`config.mk`:
```
export PLATFORM = sky130hd
export DESIGN_NAME = congestion_adaptive_tx_interval_top
export DESIGN_NICKNAME = d
export VERILOG_FILES = /design/src/hdl/cati_pkg.sv /design/src/hdl/congestion_adaptive_tx_interval_top.sv /design/src/hdl/cati_div.sv
export SDC_FILE = /design/constraint.sdc
export NUM_CORES = 2
export LEC_CHECK = 0
export BUFFER_PORTS_ARGS = -buffer_cell sky130_fd_sc_hd__buf_2
export CAP_MARGIN = 20
export CORE_MARGIN = 4
export CORE_UTILIZATION = 52
export CTS_CLUSTER_DIAMETER = 60
export CTS_CLUSTER_SIZE = 28
export DETAILED_ROUTE_END_ITERATION = 8
export GPL_ROUTABILITY_DRIVEN = 0
export PLACE_DENSITY = 0.68
export SYNTH_ARGS = -nofsm -noshare
export SYNTH_HDL_FRONTEND = slang
export SYNTH_SLANG_ARGS = --single-unit
```
`constraint.sdc`:
```
create_clock -name i_clk -period 16.5 [get_ports i_clk]
set_input_delay 3.3 -clock i_clk [delete_from_list [all_inputs] [get_ports i_clk]]
set_output_delay 3.3 -clock i_clk [all_outputs]
set_load 0.05 [all_outputs]
```
`src/hdl/cati_pkg.sv`:
```
// shared types, constants and microcode table for the congestion adaptive tx interval block
// used by cati_div and congestion_adaptive_tx_interval_top; no dependencies
package cati_pkg;

    localparam logic [1:0] CMD_EPOCH = 2'd0;
    localparam logic [1:0] CMD_SEEN  = 2'd1;
    localparam logic [1:0] CMD_OWN   = 2'd2;

    localparam logic [1:0] REG_TARGET   = 2'd0;
    localparam logic [1:0] REG_INTERVAL = 2'd1;
    localparam logic [1:0] REG_JITTER   = 2'd2;

    localparam logic [9:0]  RST_TARGET   = 10'd16;
    localparam logic [11:0] RST_INTERVAL = 12'd875;
    localparam logic [9:0]  RST_JITTER   = 10'd250;

    localparam logic [11:0] IV_MAX      = 12'd4000;
    localparam logic [11:0] IV_SILENT   = 12'd1000;
    localparam logic [11:0] IV_FLOOR    = 12'd150;
    localparam logic [11:0] IV_ZERO_SUB = 12'd50;
    localparam logic [12:0] IV_BIG      = 13'd300;
    localparam logic [9:0]  JIT_FLOOR   = 10'd25;

    localparam logic [4:0] DIV_LAST_SHORT = 5'd11;
    localparam logic [4:0] DIV_LAST_LONG  = 5'd31;

    localparam logic [3:0] OP_NOP   = 4'd0;
    localparam logic [3:0] OP_CMP   = 4'd1;
    localparam logic [3:0] OP_HALVE = 4'd2;
    localparam logic [3:0] OP_TRIM  = 4'd3;
    localparam logic [3:0] OP_DIVQ  = 4'd4;
    localparam logic [3:0] OP_DIVM  = 4'd5;
    localparam logic [3:0] OP_MINQ  = 4'd6;
    localparam logic [3:0] OP_MIN1K = 4'd7;
    localparam logic [3:0] OP_MIN4K = 4'd8;
    localparam logic [3:0] OP_CLAMP = 4'd9;
    localparam logic [3:0] OP_MUL   = 4'd10;
    localparam logic [3:0] OP_DIVP  = 4'd11;
    localparam logic [3:0] OP_SCALE = 4'd12;
    localparam logic [3:0] OP_FIN   = 4'd13;

    localparam logic [2:0] C_NEXT    = 3'd0;
    localparam logic [2:0] C_JMP     = 3'd1;
    localparam logic [2:0] C_CMPF    = 3'd2;
    localparam logic [2:0] C_PEERS0  = 3'd3;
    localparam logic [2:0] C_BUSY    = 3'd4;
    localparam logic [2:0] C_QZERO   = 3'd5;
    localparam logic [2:0] C_OUTBUSY = 3'd6;

    localparam logic [1:0] FLAG_NONE = 2'd0;
    localparam logic [1:0] FLAG_80   = 2'd1;
    localparam logic [1:0] FLAG_50   = 2'd2;
    localparam logic [1:0] FLAG_90   = 2'd3;

    localparam logic [4:0] L_START = 5'd0;
    localparam logic [4:0] L_TRIM  = 5'd3;
    localparam logic [4:0] L_WAITQ = 5'd8;
    localparam logic [4:0] L_WAITM = 5'd10;
    localparam logic [4:0] L_MIN1K = 5'd12;
    localparam logic [4:0] L_MIN4K = 5'd13;
    localparam logic [4:0] L_CLAMP = 5'd14;
    localparam logic [4:0] L_HIGH  = 5'd15;
    localparam logic [4:0] L_WAITP = 5'd18;
    localparam logic [4:0] L_FIN   = 5'd20;

    typedef struct packed {
        logic [3:0] op;
        logic [2:0] cond;
        logic [4:0] target;
        logic [6:0] ka;
        logic [6:0] kb;
        logic       gt;
        logic [1:0] flag;
    } t_uword;

    typedef struct packed {
        logic        start;
        logic [31:0] dividend;
        logic [12:0] divisor;
        logic [4:0]  last;
    } t_div_req;

    function automatic t_uword uw(input logic [3:0] op, input logic [2:0] cond,
                                  input logic [4:0] target, input logic [6:0] ka,
                                  input logic [6:0] kb, input logic gt,
                                  input logic [1:0] flag);
        t_uword w;
        w.op     = op;
        w.cond   = cond;
        w.target = target;
        w.ka     = ka;
        w.kb     = kb;
        w.gt     = gt;
        w.flag   = flag;
        return w;
    endfunction

    function automatic t_uword ucode(input logic [4:0] pc);
        t_uword w;
        case (pc)
            5'd0:  w = uw(OP_CMP,   C_CMPF,    L_HIGH,  7'd100, 7'd95, 1'b0, FLAG_NONE);
            5'd1:  w = uw(OP_CMP,   C_CMPF,    L_TRIM,  7'd4,   7'd1,  1'b0, FLAG_NONE);
            5'd2:  w = uw(OP_HALVE, C_JMP,     L_FIN,   7'd0,   7'd0,  1'b0, FLAG_NONE);
            5'd3:  w = uw(OP_CMP,   C_NEXT,    L_START, 7'd5,   7'd4,  1'b0, FLAG_80);
            5'd4:  w = uw(OP_CMP,   C_NEXT,    L_START, 7'd2,   7'd1,  1'b0, FLAG_50);
            5'd5:  w = uw(OP_CMP,   C_NEXT,    L_START, 7'd10,  7'd9,  1'b1, FLAG_90);
            5'd6:  w = uw(OP_TRIM,  C_NEXT,    L_START, 7'd0,   7'd0,  1'b0, FLAG_NONE);
            5'd7:  w = uw(OP_DIVQ,  C_PEERS0,  L_MIN1K, 7'd0,   7'd0,  1'b0, FLAG_NONE);
            5'd8:  w = uw(OP_NOP,   C_BUSY,    L_WAITQ, 7'd0,   7'd0,  1'b0, FLAG_NONE);
            5'd9:  w = uw(OP_DIVM,  C_QZERO,   L_MIN4K, 7'd0,   7'd0,  1'b0, FLAG_NONE);
            5'd10: w = uw(OP_NOP,   C_BUSY,    L_WAITM, 7'd0,   7'd0,  1'b0, FLAG_NONE);
            5'd11: w = uw(OP_MINQ,  C_JMP,     L_CLAMP, 7'd0,   7'd0,  1'b0, FLAG_NONE);
            5'd12: w = uw(OP_MIN1K, C_JMP,     L_CLAMP, 7'd0,   7'd0,  1'b0, FLAG_NONE);
            5'd13: w = uw(OP_MIN4K, C_NEXT,    L_START, 7'd0,   7'd0,  1'b0, FLAG_NONE);
            5'd14: w = uw(OP_CLAMP, C_JMP,     L_FIN,   7'd0,   7'd0,  1'b0, FLAG_NONE);
            5'd15: w = uw(OP_CMP,   C_CMPF,    L_FIN,   7'd1,   7'd1,  1'b1, FLAG_NONE);
            5'd16: w = uw(OP_MUL,   C_NEXT,    L_START, 7'd0,   7'd0,  1'b0, FLAG_NONE);
            5'd17: w = uw(OP_DIVP,  C_NEXT,    L_START, 7'd0,   7'd0,  1'b0, FLAG_NONE);
            5'd18: w = uw(OP_NOP,   C_BUSY,    L_WAITP, 7'd0,   7'd0,  1'b0, FLAG_NONE);
            5'd19: w = uw(OP_SCALE, C_NEXT,    L_START, 7'd0,   7'd0,  1'b0, FLAG_NONE);
            5'd20: w = uw(OP_FIN,   C_OUTBUSY, L_FIN,   7'd0,   7'd0,  1'b0, FLAG_NONE);
            default: w = uw(OP_NOP, C_JMP,     L_FIN,   7'd0,   7'd0,  1'b0, FLAG_NONE);
        endcase
        return w;
    endfunction

endpackage

```
`src/hdl/congestion_adaptive_tx_interval_top.sv`:
```
// congestion adaptive tx interval: counting transactions are accepted back to back while the sequencer is idle
// epoch transaction: microcoded sequencer; the result path is unchanged, halving, trim with
// no active peers, trim with a zero peer share (one 12 step division), the full trim path
// (two 12 step divisions), or scale-up (one 32 step division)
// input stalls while the sequencer runs, including while a stalled result holds it
// synchronous active low reset: counters cleared, target 16, interval 875, jitter 250
module congestion_adaptive_tx_interval_top (
    input  logic        i_clk,
    input  logic        i_rst_n,
    input  logic        i_valid,
    output logic        o_stall,
    input  logic [1:0]  i_cmd,
    input  logic [7:0]  i_active_peers,
    output logic        o_valid,
    input  logic        i_stall,
    output logic [11:0] o_interval_ms,
    output logic [9:0]  o_jitter_ms,
    output logic        o_reset_radio,
    input  logic        i_cfg_we,
    input  logic [1:0]  i_cfg_idx,
    input  logic [11:0] i_cfg_data
);

    logic [9:0]         r_target, n_target;
    logic signed [12:0] r_iv, n_iv;
    logic [9:0]         r_jitter, n_jitter;
    logic [15:0]        r_seen, n_seen;
    logic [15:0]        r_own, n_own;
    logic [1:0]         r_silent, n_silent;
    logic [7:0]         r_peers, n_peers;
    logic               r_f80, n_f80;
    logic               r_f50, n_f50;
    logic               r_f90, n_f90;
    logic [11:0]        r_minv, n_minv;
    logic [31:0]        r_prod, n_prod;
    logic               r_run, n_run;
    logic [4:0]         r_pc, n_pc;
    logic               r_ovalid, n_ovalid;
    logic [11:0]        r_oint, n_oint;
    logic [9:0]         r_ojit, n_ojit;
    logic               r_orst, n_orst;

    cati_pkg::t_uword   w_uw;
    cati_pkg::t_div_req w_req;
    logic [31:0]        w_quot;
    logic               w_div_busy;

    logic               w_in_acc;
    logic               w_out_busy;
    logic [9:0]         w_t;
    logic [16:0]        w_s;
    logic [23:0]        w_lhs;
    logic [23:0]        w_rhs;
    logic               w_cmp;
    logic [19:0]        w_lin;
    logic [12:0]        w_t5;
    logic               w_cond;
    logic               w_big;
    logic signed [12:0] w_adj;
    logic [11:0]        w_fin_iv;
    logic [9:0]         w_fin_jit;
    logic [11:0]        w_fin_int;

    assign w_uw       = cati_pkg::ucode(r_pc);
    assign w_in_acc   = i_valid && !o_stall;
    assign w_out_busy = r_ovalid && i_stall;

    assign w_t   = (r_target == 10'd0) ? 10'd1 : r_target;
    assign w_s   = {1'b0, r_seen} + {1'b0, r_own};
    assign w_lhs = {7'b0, w_s} * {17'b0, w_uw.ka};
    assign w_rhs = {14'b0, w_t} * {17'b0, w_uw.kb};
    assign w_cmp = w_uw.gt ? (w_lhs > w_rhs) : (w_lhs < w_rhs);
    assign w_lin = {3'b0, w_s} * 20'd5 + {9'b0, w_t, 1'b0};
    assign w_t5  = {3'b0, w_t} * 13'd5;
    assign w_big = (r_iv > $signed(cati_pkg::IV_BIG));

    always_comb begin
        if (r_f90) begin
            w_adj = 13'sd3;
        end else if (r_f50 && w_big) begin
            w_adj = 13'sd50;
        end else if (r_f80 && w_big) begin
            w_adj = 13'sd20;
        end else begin
            w_adj = 13'sd10;
        end
    end

    assign w_fin_iv  = (r_seen == 16'd0) ? cati_pkg::IV_SILENT : r_iv[11:0];
    assign w_fin_jit = (w_fin_iv[11:2] < cati_pkg::JIT_FLOOR) ? cati_pkg::JIT_FLOOR
                                                              : w_fin_iv[11:2];
    assign w_fin_int = (w_fin_iv < cati_pkg::IV_FLOOR) ? cati_pkg::IV_FLOOR : w_fin_iv;

    // divider requests from the microcode
    always_comb begin
        w_req.start    = 1'b0;
        w_req.dividend = r_prod;
        w_req.divisor  = w_t5;
        w_req.last     = cati_pkg::DIV_LAST_LONG;
        case (w_uw.op)
            cati_pkg::OP_DIVQ: begin
                w_req.start    = r_run;
                w_req.dividend = {2'b0, w_t, 20'b0};
                w_req.divisor  = {5'b0, r_peers};
                w_req.last     = cati_pkg::DIV_LAST_SHORT;
            end
            cati_pkg::OP_DIVM: begin
                w_req.start    = r_run;
                w_req.dividend = {cati_pkg::IV_MAX, 20'b0};
                w_req.divisor  = w_quot[12:0];
                w_req.last     = cati_pkg::DIV_LAST_SHORT;
            end
            cati_pkg::OP_DIVP: begin
                w_req.start = r_run;
            end
            default: begin
            end
        endcase
    end

    cati_div u_div (
        .i_clk   (i_clk),
        .i_rst_n (i_rst_n),
        .i_req   (w_req),
        .o_quot  (w_quot),
        .o_busy  (w_div_busy)
    );

    always_comb begin
        case (w_uw.cond)
            cati_pkg::C_NEXT:    w_cond = 1'b0;
            cati_pkg::C_JMP:     w_cond = 1'b1;
            cati_pkg::C_CMPF:    w_cond = !w_cmp;
            cati_pkg::C_PEERS0:  w_cond = (r_peers == 8'd0);
            cati_pkg::C_BUSY:    w_cond = w_div_busy;
            cati_pkg::C_QZERO:   w_cond = (w_quot == 32'd0);
            cati_pkg::C_OUTBUSY: w_cond = w_out_busy;
            default:             w_cond = 1'b0;
        endcase
    end

    always_comb begin
        n_target = r_target;
        n_iv     = r_iv;
        n_jitter = r_jitter;
        n_seen   = r_seen;
        n_own    = r_own;
        n_silent = r_silent;
        n_peers  = r_peers;
        n_f80    = r_f80;
        n_f50    = r_f50;
        n_f90    = r_f90;
        n_minv   = r_minv;
        n_prod   = r_prod;
        n_run    = r_run;
        n_pc     = r_pc;
        n_ovalid = r_ovalid;
        n_oint   = r_oint;
        n_ojit   = r_ojit;
        n_orst   = r_orst;

        if (r_ovalid && !i_stall) begin
            n_ovalid = 1'b0;
        end

        if (i_cfg_we) begin
            case (i_cfg_idx)
                cati_pkg::REG_TARGET:   n_target = i_cfg_data[9:0];
                cati_pkg::REG_INTERVAL: n_iv     = {1'b0, i_cfg_data};
                cati_pkg::REG_JITTER:   n_jitter = i_cfg_data[9:0];
                default: begin
                end
            endcase
        end

        if (w_in_acc) begin
            case (i_cmd)
                cati_pkg::CMD_EPOCH: begin
                    n_run   = 1'b1;
                    n_pc    = cati_pkg::L_START;
                    n_peers = i_active_peers;
                end
                cati_pkg::CMD_SEEN: begin
                    if (r_seen != 16'hFFFF) begin
                        n_seen = r_seen + 16'd1;
                    end
                end
                cati_pkg::CMD_OWN: begin
                    if (r_own != 16'hFFFF) begin
                        n_own = r_own + 16'd1;
                    end
                end
                default: begin
                end
            endcase
        end

        if (r_run) begin
            n_pc = w_cond ? w_uw.target : r_pc + 5'd1;
            case (w_uw.op)
                cati_pkg::OP_CMP: begin
                    case (w_uw.flag)
                        cati_pkg::FLAG_80: n_f80 = w_cmp;
                        cati_pkg::FLAG_50: n_f50 = w_cmp;
                        cati_pkg::FLAG_90: n_f90 = w_cmp;
                        default: begin
                        end
                    endcase
                end
                cati_pkg::OP_HALVE: n_iv = r_iv >>> 1;
                cati_pkg::OP_TRIM: begin
                    if (r_own <= r_seen) begin
                        n_iv = r_iv - w_adj;
                    end
                end
                cati_pkg::OP_MINQ:  n_minv = w_quot[11:0];
                cati_pkg::OP_MIN1K: n_minv = cati_pkg::IV_SILENT;
                cati_pkg::OP_MIN4K: n_minv = cati_pkg::IV_MAX;
                cati_pkg::OP_CLAMP: begin
                    if (r_iv < $signed({1'b0, r_minv})) begin
                        n_iv = {1'b0, r_minv};
                    end
                end
                cati_pkg::OP_MUL: n_prod = {20'b0, r_iv[11:0]} * {12'b0, w_lin};
                cati_pkg::OP_SCALE: begin
                    if (w_quot == 32'd0) begin
                        n_iv = {1'b0, cati_pkg::IV_ZERO_SUB};
                    end else if (w_quot > {20'b0, cati_pkg::IV_MAX}) begin
                        n_iv = {1'b0, cati_pkg::IV_MAX};
                    end else begin
                        n_iv = {1'b0, w_quot[11:0]};
                    end
                end
                cati_pkg::OP_FIN: begin
                    if (!w_out_busy) begin
                        n_iv     = {1'b0, w_fin_int};
                        n_jitter = w_fin_jit;
                        n_oint   = w_fin_int;
                        n_ojit   = w_fin_jit;
                        n_orst   = 1'b0;
                        if (r_seen != 16'd0) begin
                            n_silent = 2'd0;
                        end else if (r_silent == 2'd3) begin
                            n_silent = 2'd0;
                            n_orst   = 1'b1;
                        end else begin
                            n_silent = r_silent + 2'd1;
                        end
                        n_seen   = 16'd0;
                        n_own    = 16'd0;
                        n_ovalid = 1'b1;
                        n_run    = 1'b0;
                    end
                end
                default: begin
                end
            endcase
        end
    end

    always_ff @(posedge i_clk) begin
        if (!i_rst_n) begin
            r_target <= cati_pkg::RST_TARGET;
            r_iv     <= {1'b0, cati_pkg::RST_INTERVAL};
            r_jitter <= cati_pkg::RST_JITTER;
            r_seen   <= '0;
            r_own    <= '0;
            r_silent <= '0;
            r_run    <= 1'b0;
            r_pc     <= cati_pkg::L_START;
            r_ovalid <= 1'b0;
        end else begin
            r_target <= n_target;
            r_iv     <= n_iv;
            r_jitter <= n_jitter;
            r_seen   <= n_seen;
            r_own    <= n_own;
            r_silent <= n_silent;
            r_run    <= n_run;
            r_pc     <= n_pc;
            r_ovalid <= n_ovalid;
        end
        r_peers <= n_peers;
        r_f80   <= n_f80;
        r_f50   <= n_f50;
        r_f90   <= n_f90;
        r_minv  <= n_minv;
        r_prod  <= n_prod;
        r_oint  <= n_oint;
        r_ojit  <= n_ojit;
        r_orst  <= n_orst;
    end

    assign o_stall       = r_run;
    assign o_valid       = r_ovalid;
    assign o_interval_ms = r_oint;
    assign o_jitter_ms   = r_ojit;
    assign o_reset_radio = r_orst;

    a_result_from_seq: assert property (@(posedge i_clk) disable iff (!i_rst_n)
        $rose(o_valid) |-> $past(r_run))
        else $error("result raised without a running epoch update");

    a_reset_is_silent: assert property (@(posedge i_clk) disable iff (!i_rst_n)
        (o_valid && o_reset_radio) |-> (o_interval_ms == cati_pkg::IV_SILENT))
        else $error("radio reset request without silent interval");

    a_floors: assert property (@(posedge i_clk) disable iff (!i_rst_n)
        o_valid |-> ((o_jitter_ms >= cati_pkg::JIT_FLOOR) &&
                     (o_interval_ms >= cati_pkg::IV_FLOOR)))
        else $error("result below floor");

    a_pc_range: assert property (@(posedge i_clk) disable iff (!i_rst_n)
        r_run |-> (r_pc <= cati_pkg::L_FIN))
        else $error("step counter beyond program");

endmodule

```
`src/hdl/cati_div.sv`:
```
// iterative restoring divider, one quotient bit per cycle, 32 bit dividend, 13 bit divisor
// depends on cati_pkg for the request struct
module cati_div (
    input  logic                i_clk,
    input  logic                i_rst_n,
    input  cati_pkg::t_div_req  i_req,
    output logic [31:0]         o_quot,
    output logic                o_busy
);

    logic        r_busy, n_busy;
    logic [4:0]  r_cnt, n_cnt;
    logic [31:0] r_acc, n_acc;
    logic [12:0] r_rem, n_rem;
    logic [12:0] r_div, n_div;
    logic [13:0] w_trial;
    logic [13:0] w_diff;
    logic        w_ge;

    assign w_trial = {r_rem, r_acc[31]};
    assign w_ge    = (w_trial >= {1'b0, r_div});
    assign w_diff  = w_trial - {1'b0, r_div};

    always_comb begin
        n_busy = r_busy;
        n_cnt  = r_cnt;
        n_acc  = r_acc;
        n_rem  = r_rem;
        n_div  = r_div;
        if (i_req.start) begin
            n_busy = 1'b1;
            n_cnt  = i_req.last;
            n_acc  = i_req.dividend;
            n_rem  = '0;
            n_div  = i_req.divisor;
        end else if (r_busy) begin
            n_acc = {r_acc[30:0], w_ge};
            n_rem = w_ge ? w_diff[12:0] : w_trial[12:0];
            n_cnt = r_cnt - 5'd1;
            if (r_cnt == 5'd0) begin
                n_busy = 1'b0;
            end
        end
    end

    always_ff @(posedge i_clk) begin
        if (!i_rst_n) begin
            r_busy <= 1'b0;
        end else begin
            r_busy <= n_busy;
        end
        r_cnt <= n_cnt;
        r_acc <= n_acc;
        r_rem <= n_rem;
        r_div <= n_div;
    end

    assign o_quot = r_acc;
    assign o_busy = r_busy;

endmodule
```
* After elaboration in Yosys (flattened, before gate mapping)
Memories as Yosys holds them, arrays and structs flattened. A register that Yosys moved wholly into a read port is not among the register bits. Cells that the tools add are included.
Cells by class: $add $sub $neg 9, multipliers 5, divide/modulo/power cells 0, $lt $le $gt $ge 9, eq/ne operators 29, shift operators 0, muxes and demuxes 58, bitwise operators 1, reductions and logical operators 30
Operators with widths (number):
- two-way mux 16 bit | 12
- two-way mux 13 bit | 8
- case mux 50 bit (2 select lines) | 1
- case mux 13 bit (5 select lines) | 1
- two-way mux 32 bit | 2
- two-way mux 12 bit | 4
- two-way mux 5 bit | 9
- case mux 12 bit (3 select lines) | 1
- adder 16 x 1 -> 16 bit, second input constant | 2
- > comparator 32 x 12 -> 1 bit, second input constant | 1
- zero test 32 bit | 1
- multiplier 12 x 20 -> 32 bit | 1
- != test 16 bit, second input constant | 2
- subtractor 13 bit | 2
- equality test 4 bit, second input constant | 6
- > comparator 24 x 17 -> 1 bit | 1
- less-than comparator 24 x 17 -> 1 bit | 1
- multiplier 17 x 7 -> 24 bit | 1
- adder 20 x 11 -> 20 bit | 1
- multiplier 17 x 3 -> 20 bit, second input constant | 1
- adder 16 x 16 -> 17 bit | 1
- multiplier 10 x 7 -> 17 bit | 1
- equality test 4 x 3 -> 1 bit, second input constant | 4
- less-or-equal comparator 16 bit | 1
- 36 further kinds | 76
Storage, ports and cells: flip-flop bits (word level) 206, bits in latches 0, RAM bits 0, ROM bits 864, input port bits 29, word-level logic and storage cells 165, memories kept 1
Memory list:
- (no name shown) | words 32, bits a word 27, rd ports 1, clocked after Yosys merged registers in 1, write ports 0, RTL line cati_pkg.sv:100 | case (pc)

* Longest topological paths before layout
depth in word-level cells 11, mapped depth 47

* Hierarchy
From an unflattened synthesis, not the netlist that was laid out.
Unflattened totals: cell total of the unflattened synthesis 3136, area total of the unflattened synthesis 27975.6 um2
Modules (own cells, without submodules):
- congestion_adaptive_tx_interval_top | times used 1, cells an instance 2853, area an instance 24581.1 um2, sequential area each 4063.9 um2
- cati_div | times used 1, cells an instance 283, area an instance 3394.5 um2, sequential area each 1781.7 um2

* Worst setup path after synthesis
No wires, ideal clock.
path type register -> register, start point reg r_seen[1], end point reg r_prod[31], data pin, setup time 265 ps, data arrival time 9432 ps, data required time 16235 ps, path slack 6803 ps, stages on the path, launching flop included 41, path buffers 1, period minus slack after synthesis 9697 ps, cells stage by stage dfxtp_1 -> inv_1 -> ha_1 -> nand2b_1 -> a21oi_1 -> o21bai_1 -> a21oi_1 -> nor2_1 -> xnor2_1 -> inv_1 -> ha_1 -> fa_1 -> ha_1 -> o21ai_0 -> a21boi_0 -> o21ai_0 -> a21boi_0 -> o21ai_0 -> [... 5 more ...] -> nor2_1 -> clkbuf_1 -> nand2_1 -> fa_1 -> fa_1 -> fa_1 -> fa_1 -> inv_1 -> fa_1 -> ha_1 -> nand4_1 -> o31ai_1 -> a41o_1 -> o311ai_0 -> a21boi_0 -> a31oi_1 -> a311oi_1 -> xnor2_1
On the way: longest elaborated chain between the ends 4
RTL lines:
- start: declaration | RTL line congestion_adaptive_tx_interval_top.sv:27 | logic [15:0] r_seen, n_seen;
- start signal: assignment | RTL line congestion_adaptive_tx_interval_top.sv:276 | r_seen <= n_seen;
- adder 16 x 16 -> 17 bit | RTL line congestion_adaptive_tx_interval_top.sv:69 | assign w_s = {1'b0, r_seen} + {1'b0, r_own};
- multiplier 17 x 3 -> 20 bit | RTL line congestion_adaptive_tx_interval_top.sv:73 | assign w_lin = {3'b0, w_s} * 20'd5 + {9'b0, w_t, 1'b0};
- adder 20 x 11 -> 20 bit | RTL line congestion_adaptive_tx_interval_top.sv:73
- multiplier 12 x 20 -> 32 bit | RTL line congestion_adaptive_tx_interval_top.sv:224 | cati_pkg::OP_MUL: n_prod = {20'b0, r_iv[11:0]} * {12'b0, w_lin};
- end signal: assignment | RTL line congestion_adaptive_tx_interval_top.sv:288 | r_prod <= n_prod;
- end: declaration | RTL line congestion_adaptive_tx_interval_top.sv:35 | logic [31:0] r_prod, n_prod;
No other way between the ends. A chain may end at the register's enable or synchronous reset.

* Worst setup path in the final report
start point reg r_seen[1], end point reg r_prod[27], data pin
Same word-level chain as after synthesis.

==> run metrics <==
status=complete, no violations; FF+latch area=0.005846 mm^2; Yosys top cell by area=fa_1; die height=237.1 um; fraction of layout cells with a size suffix above 1=0.05827; post-CTS sizing=0; IO buf count=53; CTS Buffer Depth=3; Max Freq=about 0.09 GHz; Final #Nets=~3.7k; core area=0.05161 mm^2; pin count of the biggest net entering global routing=42; Slowest cell on crit path=nor2_1; maximum fanout along the worst path=12; Max Cap Violations=0; DIE WIDTH=~240 um; Req. time, crit path=around 17 ns; FF-to-FF End=r_prod[27]; DRT antenna net count=0; Num CTS Buffers=21; mean post-synth cell area=roughly 8.9 um^2; slack of the worst reg-to-reg path=5.53 ns; clk_skew=between 0.02 and 0.03 ns; DRT iter0 DRCs=around 2.3k; syn_nets=around 3.7k; Slew HR=0.3016; # clock sinks=around 230; CP Launch Type=flop; H-tree Lvls=1; DRC violations left=0; Netlist cell types=slightly below 80; Avg WL per Cell=19.90 um; CTS tree=built; clk slew on worst S/H paths=around 0.080 ns; setup repair bufs after CTS=0; clk_lat worst skew=between 0.5 and 0.6 ns; cell with the most instances on the worst path=fa_1; vias=22.08k; Leak=13.87 nW; Hold WS=0.5153 ns; Reg2Reg Depth=40; Final period util=0.6647; combined area of the multi-input logic cells=0.01932 mm^2; hold path startpoint=u_div.r_rem[9]; setup tns final=0 ns; Area after DPL=about 0.028 mm^2; min Tclk post-route=10.97 ns; Max Slew Vio Count=0; Hold Crit Class=reg -> reg; initial antenna violation count=4; vias in the first global route=approximately 22k; type of the worst setup path=reg -> reg; #FFs+latches synth=228; DP Wirelength=roughly 58 mm; Async SR Flop Fraction=0; die area=roughly 0.056 mm^2; largest cells by area after synthesis=fa_1 (20%), ha_1 (14%), edfxtp_1 (14%), dfxtp_1 (7.3%), inv_1 (6.1%); Worst VDD drop=about 0.00006 V; clk root buf=clkbuf_16; Fillers=roughly 4.5k; crit end category=flop; hold_buf cts=0; area grow syn2layout=6.682%; unrepaired setup endpoints after global routing=false; WHS Endpoint=u_div.r_rem[9]; IO Count=54; total wire length after detailed routing=between 70 and 80 mm; num rows=between 80 and 90; Power per Cell Area=approximately 78 mW/mm^2; Slew @ Worst Pin=around 1.0 ns; diode count=0; Via density=just under 6; Max stage delay on crit path=between 0.7 and 0.8 ns; first-pass GRT wire length=about 120 mm; synthesis warning total=0; 1st-pass router iterations=6; hold path depth=2; post-placement cell count=3714; critical path arrival=roughly 11 ns; Final setup viols=0; gr usage total=0.2632; top_reg_cell synth=edfxtp_1; Final Hold Violating Endpoints=0; Yosys top cell area share=0.2047; Post-synth EDFFs=around 130; Post-Layout Cell Count=approximately 3.8k; grt total ovfl=0; r2r startpoint=r_seen[1]; Syn Inst Count=just over 3k; design area=between 0.02 and 0.03 mm^2; sequential share of the synthesized area=0.2143; Synth Cell Area=about 0.027 mm^2; starting density of the core=0.5286
## flip-flops by register name (all words and copies together), names as in the netlist, 13 cells and up
name,flops
u_div.r_div,13
r_prod,32
r_iv,13
u_div.r_rem,13
r_seen,16
w_uw,22
u_div.o_quot,32
r_own,16
## per-layer routing
metal,routed length [um],GRT usage
met3,6676,0.05206
met1,32450,0.3760
met4,2675,0.08121
met5,13,0
met2,32850,0.4062
## synth_stat cells, drive strengths merged, types with 32 or more instances
cell type	count
inv	448
ha	315
nand2	291
fa	279
nor2	203
a21oi	163
edfxtp	128
clkbuf	117
o21ai	116
and2	110
dfxtp	100
xnor2	91
nand3	62
nor2b	62
a21o	52
nand2b	46
mux2i	43
nor3	39
xor2	32
## per-stage QoR
step | worst slack [ns] | util | total power [mW]
2_1_floorplan | 6.803 | - | 1.490
3_3_place_gp | 5.876 | 0.5491 | 1.704
3_5_place_dp | 5.603 | 0.5493 | 1.740
4_1_cts | 5.558 | 0.5638 | 2.288
5_1_grt | 4.605 | 0.5639 | 2.467
6_report | 5.532 | 0.5639 | 2.284
## cell usage in the layout, fill, tap and decap left out, types with 87 or more instances in the layout
cell	instances
and2_1	110
dfxtp_1	100
edfxtp_1	128
nand2_1	291
o21ai_0	111
nor2_1	202
fa_1	279
ha_1	315
a21oi_1	160
xnor2_1	87
inv_1	445
## power by group
| group | internal (mW) | switching (mW) |
|---|---|---|
| Clock | 0.263 | 0.280 |
| Combinational | 0.442 | 0.617 |
| Sequential | 0.646 | 0.0352 |
## final cells by class
type	instances	share of cell area
multi-input combinational	2253	0.6638
inverter	450	0.05807
clock inverter	16	0.007695
sequential	228	0.2008
timing repair buffer	104	0.02227
clock buffer	21	0.01805
tap	680	0.02923
## critical path: cells and delay by family, from the launching register on
kind / cells / cell delay, ns
DFF: 1 / 0.46
AOI/OAI and AO/OA: 17 / 3.32
adders and majority gates: 10 / 4.65
buffers and inverters: 3 / 0.23
xor gates and xnor gates: 2 / 0.59
and+or+nand+nor: 8 / 1.47
## kinds of logic after synthesis
logic type      count (synthesis)  share of synthesized area
compound gates                555                     0.1338
xor+xnor                      123                    0.03948
fa+ha+maj                     594                     0.3492
buf+inv                       574                    0.07938
flops                         228                     0.2143
mux                            47                    0.01743
simple gates                  934                     0.1665
## worst max path at each step
stage | endpoint | start | slack (ns)
after floorplan | r_prod[31] | r_seen[1] | 6.80
after global placement | r_prod[31] | r_seen[1] | 5.88
after detailed placement | r_prod[27] | r_seen[1] | 5.60
after CTS | r_prod[27] | r_seen[1] | 5.56
after global routing | r_prod[27] | r_seen[1] | 4.61
final | r_prod[27] | r_seen[1] | 5.53
(Power assumes the default switching activity.)
